$ cat src/rtl/pcpd_pkg.sv
// Types, codes and constant tables of the PCI host bridge configuration space.
// Depends on nothing; imported by every module of the block.
`timescale 1ns / 1ps
`default_nettype none

package pcpd_pkg;

  localparam logic       OP_READ   = 1'b0;
  localparam logic       OP_WRITE  = 1'b1;
  localparam logic       KIND_READ = 1'b0;
  localparam logic       KIND_MAP  = 1'b1;
  localparam logic [2:0] FUNC0     = 3'd0;

  localparam logic [7:0] ADDR_PAM0 = 8'h59;
  localparam logic [7:0] ADDR_PAM5 = 8'h5E;
  localparam logic [7:0] ADDR_PAM6 = 8'h5F;

  localparam logic [19:0] BASE_F0000 = 20'hF0000;
  localparam logic [19:0] BASE_E0000 = 20'hE0000;
  localparam logic [19:0] BASE_E4000 = 20'hE4000;
  localparam logic [19:0] BASE_E8000 = 20'hE8000;
  localparam logic [19:0] BASE_EC000 = 20'hEC000;
  localparam logic [16:0] SIZE_16K   = 17'h04000;
  localparam logic [16:0] SIZE_64K   = 17'h10000;
  localparam logic [7:0]  RDATA_NONE = 8'hFF;

  typedef enum logic [1:0] {
    ST_IDLE,
    ST_LOOK,
    ST_SECOND
  } state_t;

  typedef struct packed {
    logic       op;
    logic [2:0] func_num;
    logic [7:0] reg_addr;
    logic [7:0] wdata;
  } req_t;

  typedef struct packed {
    logic        kind;
    logic [7:0]  rdata;
    logic [19:0] region_base;
    logic [16:0] region_size;
    logic        reads_to_dram;
    logic        writes_to_dram;
    logic        shadow_bios;
    logic        last;
  } res_t;

  typedef struct packed {
    logic [1:0] n;
    logic       wr_en;
    logic       shadow_nxt;
    res_t       r0;
    res_t       r1;
  } dec_t;

  function automatic logic [7:0] cfg_reset_byte(input logic [7:0] addr);
    logic [7:0] b;
    b = 8'h00;
    case (addr) inside
      8'h00:           b = 8'h86;
      8'h01:           b = 8'h80;
      8'h02:           b = 8'h30;
      8'h03:           b = 8'h70;
      8'h04:           b = 8'h06;
      8'h07:           b = 8'h02;
      8'h0B:           b = 8'h06;
      8'h52:           b = 8'h42;
      8'h53:           b = 8'h14;
      8'h56:           b = 8'h52;
      8'h57:           b = 8'h01;
      [8'h60:8'h64]:   b = 8'h02;
      8'h67:           b = 8'h11;
      8'h69:           b = 8'h03;
      8'h70:           b = 8'h20;
      8'h72:           b = 8'h02;
      8'h74:           b = 8'h0E;
      8'h78:           b = 8'h23;
      default:         b = 8'h00;
    endcase
    return b;
  endfunction

  function automatic res_t map_res(input logic [19:0] base, input logic [16:0] size,
                                   input logic [3:0] nib, input logic shadow);
    res_t r;
    r                = '0;
    r.kind           = KIND_MAP;
    r.region_base    = base;
    r.region_size    = size;
    r.reads_to_dram  = nib[0];
    r.writes_to_dram = nib[1];
    r.shadow_bios    = shadow;
    return r;
  endfunction

endpackage

`default_nettype wire

$ cat src/rtl/pcpd_mem.sv
// Configuration byte store: 256 x 8 synchronous memory with registered read.
// Valid bits make unwritten bytes read as their reset value. Uses pcpd_pkg.
`timescale 1ns / 1ps
`default_nettype none

module pcpd_mem
  import pcpd_pkg::*;
(
  input  wire logic       clk,
  input  wire logic       rst_n,
  input  wire logic       rd_en,
  input  wire logic [7:0] rd_addr,
  output logic      [7:0] rd_data,
  input  wire logic       wr_en,
  input  wire logic [7:0] wr_addr,
  input  wire logic [7:0] wr_data
);

  logic [7:0]   mem_r [256];
  logic [255:0] vld_r;
  logic [7:0]   rd_q_r;
  logic [7:0]   rd_addr_r;
  logic         rd_vld_r;

  always_ff @(posedge clk) begin
    if (wr_en) begin
      mem_r[wr_addr] <= wr_data;
    end
    if (rd_en) begin
      rd_q_r    <= mem_r[rd_addr];
      rd_addr_r <= rd_addr;
      rd_vld_r  <= vld_r[rd_addr];
    end
  end

  always_ff @(posedge clk) begin
    if (!rst_n) begin
      vld_r <= '0;
    end else if (wr_en) begin
      vld_r[wr_addr] <= 1'b1;
    end
  end

  assign rd_data = rd_vld_r ? rd_q_r : cfg_reset_byte(rd_addr_r);

endmodule

`default_nettype wire

$ cat src/rtl/pcpd_decode.sv
// Access decode: builds read results, write enables and PAM region updates
// from a request and the old stored byte. Uses pcpd_pkg.
`timescale 1ns / 1ps
`default_nettype none

module pcpd_decode
  import pcpd_pkg::*;
(
  input  wire req_t       req,
  input  wire logic [7:0] old_byte,
  input  wire logic       shadow,
  output dec_t            dec
);

  logic [7:0]  chg;
  logic        lo_chg;
  logic        hi_chg;
  logic        prot;
  logic        is_pam56;
  logic [19:0] lo_base;
  logic [19:0] hi_base;

  assign chg      = old_byte ^ req.wdata;
  assign lo_chg   = |chg[3:0];
  assign hi_chg   = |chg[7:4];
  assign prot     = req.reg_addr inside {[8'h00:8'h03], [8'h08:8'h0B], 8'h0E};
  assign is_pam56 = (req.reg_addr == ADDR_PAM5) || (req.reg_addr == ADDR_PAM6);
  assign lo_base  = (req.reg_addr == ADDR_PAM5) ? BASE_E0000 : BASE_E8000;
  assign hi_base  = (req.reg_addr == ADDR_PAM5) ? BASE_E4000 : BASE_EC000;

  always_comb begin
    dec            = '0;
    dec.shadow_nxt = shadow;
    if (req.op == OP_READ) begin
      dec.n              = 2'd1;
      dec.r0.kind        = KIND_READ;
      dec.r0.rdata       = (req.func_num != FUNC0) ? RDATA_NONE : old_byte;
      dec.r0.shadow_bios = shadow;
    end else if ((req.func_num == FUNC0) && !prot) begin
      dec.wr_en = 1'b1;
      if (req.reg_addr == ADDR_PAM0) begin
        if (hi_chg) begin
          dec.n          = 2'd1;
          dec.shadow_nxt = req.wdata[4];
          dec.r0         = map_res(BASE_F0000, SIZE_64K, req.wdata[7:4], req.wdata[4]);
        end
      end else if (is_pam56) begin
        if (lo_chg) begin
          dec.n  = hi_chg ? 2'd2 : 2'd1;
          dec.r0 = map_res(lo_base, SIZE_16K, req.wdata[3:0], shadow);
          dec.r1 = map_res(hi_base, SIZE_16K, req.wdata[7:4], shadow);
        end else if (hi_chg) begin
          dec.n  = 2'd1;
          dec.r0 = map_res(hi_base, SIZE_16K, req.wdata[7:4], shadow);
        end
      end
    end
    dec.r0.last = (dec.n == 2'd1);
    dec.r1.last = 1'b1;
  end

endmodule

`default_nettype wire

$ cat src/rtl/pci_config_space_pam_decode.sv
// PCI host bridge configuration space with PAM shadow-region decode.
// Accepted requests are registered with their stored byte; result beats leave through the
// output register, which stalls hold. A new item is taken only in ST_IDLE, after the
// read-modify-write of the byte memory and the wait for a free output register.
// Reset: synchronous; config bytes read back their defaults at once, shadow flag clears.
`timescale 1ns / 1ps
`default_nettype none

module pci_config_space_pam_decode
  import pcpd_pkg::*;
(
  input  wire logic        clk,
  input  wire logic        rst_n,
  input  wire logic        in_valid,
  output logic             in_stall,
  input  wire logic        in_op,
  input  wire logic [2:0]  in_func_num,
  input  wire logic [7:0]  in_reg_addr,
  input  wire logic [7:0]  in_wdata,
  output logic             out_valid,
  input  wire logic        out_stall,
  output logic             out_kind,
  output logic [7:0]       out_rdata,
  output logic [19:0]      out_region_base,
  output logic [16:0]      out_region_size,
  output logic             out_reads_to_dram,
  output logic             out_writes_to_dram,
  output logic             out_shadow_bios,
  output logic             out_last
);

  state_t     state_r, state_nxt;
  req_t       req_r, req_nxt;
  res_t       out_res_r, out_res_nxt;
  res_t       res1_r, res1_nxt;
  logic       out_valid_r, out_valid_nxt;
  logic       shadow_r, shadow_nxt;
  logic       rd_en;
  logic       wr_en;
  logic       out_free;
  logic [7:0] old_byte;
  dec_t       dec;

  pcpd_mem u_mem (
    .clk     (clk),
    .rst_n   (rst_n),
    .rd_en   (rd_en),
    .rd_addr (in_reg_addr),
    .rd_data (old_byte),
    .wr_en   (wr_en),
    .wr_addr (req_r.reg_addr),
    .wr_data (req_r.wdata)
  );

  pcpd_decode u_decode (
    .req      (req_r),
    .old_byte (old_byte),
    .shadow   (shadow_r),
    .dec      (dec)
  );

  assign out_free = !out_valid_r || !out_stall;

  always_ff @(posedge clk) begin
    if (!rst_n) begin
      state_r     <= ST_IDLE;
      out_valid_r <= 1'b0;
      shadow_r    <= 1'b0;
    end else begin
      state_r     <= state_nxt;
      out_valid_r <= out_valid_nxt;
      shadow_r    <= shadow_nxt;
    end
  end

  always_ff @(posedge clk) begin
    req_r     <= req_nxt;
    out_res_r <= out_res_nxt;
    res1_r    <= res1_nxt;
  end

  always_comb begin
    state_nxt     = state_r;
    req_nxt       = req_r;
    out_res_nxt   = out_res_r;
    res1_nxt      = res1_r;
    out_valid_nxt = out_valid_r && out_stall;
    shadow_nxt    = shadow_r;
    rd_en         = 1'b0;
    wr_en         = 1'b0;
    in_stall      = 1'b1;
    case (state_r)
      ST_IDLE: begin
        in_stall = 1'b0;
        if (in_valid) begin
          rd_en     = 1'b1;
          req_nxt   = '{op: in_op, func_num: in_func_num, reg_addr: in_reg_addr,
                        wdata: in_wdata};
          state_nxt = ST_LOOK;
        end
      end
      ST_LOOK: begin
        if (out_free || (dec.n == 2'd0)) begin
          wr_en      = dec.wr_en;
          shadow_nxt = dec.shadow_nxt;
          state_nxt  = ST_IDLE;
          if (dec.n != 2'd0) begin
            out_res_nxt   = dec.r0;
            out_valid_nxt = 1'b1;
          end
          if (dec.n == 2'd2) begin
            res1_nxt  = dec.r1;
            state_nxt = ST_SECOND;
          end
        end
      end
      ST_SECOND: begin
        if (out_free) begin
          out_res_nxt   = res1_r;
          out_valid_nxt = 1'b1;
          state_nxt     = ST_IDLE;
        end
      end
      default: begin
        state_nxt = ST_IDLE;
      end
    endcase
  end

  assign out_valid          = out_valid_r;
  assign out_kind           = out_res_r.kind;
  assign out_rdata          = out_res_r.rdata;
  assign out_region_base    = out_res_r.region_base;
  assign out_region_size    = out_res_r.region_size;
  assign out_reads_to_dram  = out_res_r.reads_to_dram;
  assign out_writes_to_dram = out_res_r.writes_to_dram;
  assign out_shadow_bios    = out_res_r.shadow_bios;
  assign out_last           = out_res_r.last;

endmodule

`default_nettype wire

$ cat config.mk
export PLATFORM = sky130hd
export DESIGN_NAME = pci_config_space_pam_decode
export DESIGN_NICKNAME = d
export VERILOG_FILES = /design/src/rtl/pcpd_pkg.sv /design/src/rtl/pcpd_mem.sv /design/src/rtl/pcpd_decode.sv /design/src/rtl/pci_config_space_pam_decode.sv
export SDC_FILE = /design/constraint.sdc
export NUM_CORES = 2
export LEC_CHECK = 0
export BUFFER_PORTS_ARGS = -buffer_cell sky130_fd_sc_hd__buf_4
export CAP_MARGIN = 10
export CORE_MARGIN = 3
export CORE_UTILIZATION = 30
export DETAILED_ROUTE_END_ITERATION = 7
export GPL_TIMING_DRIVEN = 0
export SYNTH_ARGS = -nofsm -noshare
export SYNTH_HDL_FRONTEND = slang
export SYNTH_SLANG_ARGS = --single-unit
$ cat constraint.sdc
create_clock -name clk -period 9.5 [get_ports clk]
set_input_delay 0.475 -clock clk [delete_from_list [all_inputs] [get_ports clk]]
set_output_delay 0.475 -clock clk [all_outputs]
set_load 0.03 [all_outputs]
==> impl_metrics.env <==
export IMPL_max_slew_margin_pct=13.1
export IMPL_grt_pass1_vias=47800
export IMPL_crit_chain="clkbuf_1 > clkbuf_1 > nor2b_1 > o21ai_0 > a311oi_1 > a21oi_1 > or4b_1 > nor3_2 > inv_1 > ha_1 > inv_1 > a21oi_1 > nand2_1 > nand4_1 > a211oi_2 > nand2_1 > clkbuf_2 > nor2_1"
export IMPL_synth_edff_count=2101
export IMPL_synth_ff_latch_count=2361
export IMPL_drc=0
export IMPL_finalMaxSlewViolations=0
export IMPL_cts_path_max_buffers=3
export IMPL_wl_per_cell_um=29.2
export IMPL_start_util_pct=30.3
export IMPL_r2r_start="req_r[13]"
export IMPL_avgSynthCellArea_um2=21.3
export IMPL_holdPathStages=2
export IMPL_place_hpwl_um=187000
export IMPL_timing_rr_end="u_mem.mem_r[163][7]"
export IMPL_synthArstFlopShare_pct=0
export IMPL_synth_top_area_cell="edfxtp_1"
export IMPL_busiest_layer="met2"
export IMPL_startpoint_type="flip-flop"
export IMPL_hold_viol_final=0
export IMPL_cp_arrival_ps=9350
export IMPL_ys_flop_type="edfxtp_1"
export IMPL_first_pass_iters=6
export IMPL_dp_slack_ps=925
export IMPL_synth_area_um2=91900
export IMPL_port_buffers=46
export IMPL_rsz0062_at_grt="false"
export IMPL_dpl_cell_area_um2=101000
export IMPL_syn2layout_area_growth_pct=18.0
export IMPL_post_cts_repair_setup_buffers=0
export IMPL_yosysWarningCount=0
export IMPL_yosysMostFrequentCell="edfxtp_1"
export IMPL_cts_made_buffers=233
export IMPL_drt_iter0_drc=6242
export IMPL_startpoint="req_r[13]"
export IMPL_grt_first_pass_wirelength_um=370000
export IMPL_powerDensity_nw_per_um2=201
export IMPL_slowest_stage="a211oi_2"
export IMPL_setup_slack_ps=614
export IMPL_yosysSeqAreaShare_pct=74.3
export IMPL_post_cts_resized=0
export IMPL_peakVddDrop_mv=0.163
export IMPL_gp_congestion=0.924
export IMPL_syn_instance_count=4309
export IMPL_clock_sinks=2361
export IMPL_cts_tree="built"
export IMPL_fin_nets=4870
export IMPL_core_area_um2=304000
export IMPL_cp_end_kind="flip-flop"
export IMPL_ant_nets=0
export IMPL_grt_max_degree=36
export IMPL_use_met3_pct=4.09
export IMPL_cap_viol_max_count=0
export IMPL_antenna_found_initial=18
export IMPL_path_max_fanout=10
export IMPL_worstMarginPinSlew_ps=1300
export IMPL_drive_above_1_share_pct=27.4
export IMPL_die_y_um=560
export IMPL_grt_use_total_pct=16.6
export IMPL_ff2ff_path_depth=18
export IMPL_die_w_um=560
export IMPL_htreeDepth=4
export IMPL_clock_latency_ps=880
export IMPL_num_rows=202
export IMPL_cp_slowest_stage_delay_ps=1040
export IMPL_die_area_um2=313000
export IMPL_use_met2_pct=26.3
export IMPL_viasPerCell=5.23
export IMPL_p_leak_nw=33.9
export IMPL_clock_skew_ps=40.3
export IMPL_synth_top_area_share_pct=68.6
export IMPL_synthTopCellsByCount="edfxtp_1, mux4_2, nor2_1"
export IMPL_cts_root_buf="clkbuf_16"
export IMPL_crit_end="u_mem.mem_r[163][7]"
export IMPL_crit_type="flip-flop to flip-flop"
export IMPL_io_pins=76
export IMPL_fin_util_pct=35.7
export IMPL_grt_util_met1_pct=21.7
export IMPL_vias=47700
export IMPL_grt_ovfl_total=0
export IMPL_max_freq_ghz=0.113
export IMPL_min_period_ps=8890
export IMPL_setup_viol=0
export IMPL_synth_area_leaders="edfxtp_1, mux4_2, dfxtp_1, a22o_1, nor2_1"
export IMPL_hold_class="input port to flip-flop"
export IMPL_status="finished, final reports clean"
export IMPL_clkTransAtPathRegs_ps=60
export IMPL_cp_required_ps=9960
export IMPL_ctsHoldBuffers=21
export IMPL_reg2reg_slack_ps=610
export IMPL_period_share_pct=93.5
export IMPL_wl_um=266000
export IMPL_ys_types=66
export IMPL_final_area_um2=108000
export IMPL_whs_ps=345
worst min path at each step:
stage,start,end,slack [ps]
6_report,in_op,req_r[19],340
2_1_floorplan,u_mem.vld_r[10],u_mem.vld_r[10],420
4_1_cts,in_func_num[0],req_r[16],290
5_1_grt,in_op,req_r[19],310
3_5_place_dp,u_mem.vld_r[9],u_mem.vld_r[9],440
3_3_place_gp,u_mem.vld_r[10],u_mem.vld_r[10],440
cell usage in the layout, fill, tap and decap left out, drive strengths merged, types with 16 or more instances in the layout:
master	Yosys	layout
edfxtp	2101	2101
mux4	756	756
clkbuf	210	505
nor2	333	333
buf	123	298
dfxtp	260	260
a22o	244	244
clkinv	0	106
conb	1	101
nand2	68	68
dlygate4sd3	0	21
a22oi	19	19
nand3	18	18
inv	10	18
bufinv	0	17
and2	16	16
per-layer routing:
metal  wire length, µm  part of all wire (%)
met5                57                 0.021
met4             13300                   5.0
met3             24700                   9.3
met2            125000                    47
met1            103000                    39
critical path, delay by kind of cell (launching register included):
family,cells,cell delay [ps]
compound gates,5,2100
fa+ha+maj,1,270
buf+inv,5,1850
flops,1,330
simple gates,7,3910
sequential cells by signal (all words and copies together), names as in the netlist, 2 cells and up:
name             cells
u_mem.rd_q_r         8
res1_r               6
u_mem.vld_r        256
out_region_base      4
req_r               20
out_rdata            8
u_mem.mem_r       2048
state_r              2
through the flow:
stage / TNS [ps] / power (mW) / std cells
4_1_cts: 0 / 21.9 / 9102
2_1_floorplan: 0 / 12.3 / 4409
6_report: 0 / 21.8 / 9127
5_1_grt: 0 / 22.3 / 9123
3_3_place_gp: -6586440 / 12.9 / 8535
3_5_place_dp: 0 / 13.0 / 8646
kinds of logic after synthesis:
kind of cell | after synthesis | share of synthesized area [%]
other | 1 | 0.00408
and+or+nand+nor | 505 | 2.38
AOI/OAI and AO/OA | 327 | 3.02
DFF | 2361 | 74.3
muxes | 762 | 18.6
buffers and inverters | 343 | 1.57
xor gates and xnor gates | 4 | 0.0381
adders and majority gates | 6 | 0.0817
report_power, final:
part / total, mW / internal (mW) / switching [mW]
Sequential: 11.4 / 11.4 / 0.0211
Clock: 8.98 / 5.04 / 3.94
Combinational: 1.40 / 0.548 / 0.852
Total: 21.8 / 16.9 / 4.82
cell type report:
cell class	count	area [µm²]
antenna	7	17.5
buffer	333	1470
clock buffer	295	6160
clock inverter	140	1230
fill	28000	195000
inverter	10	37.5
multi-input combinational	1705	22600
sequential	2361	68300
tap	4080	5100
timing repair buffer	196	3590
Power figures use the tool's default switching activity.
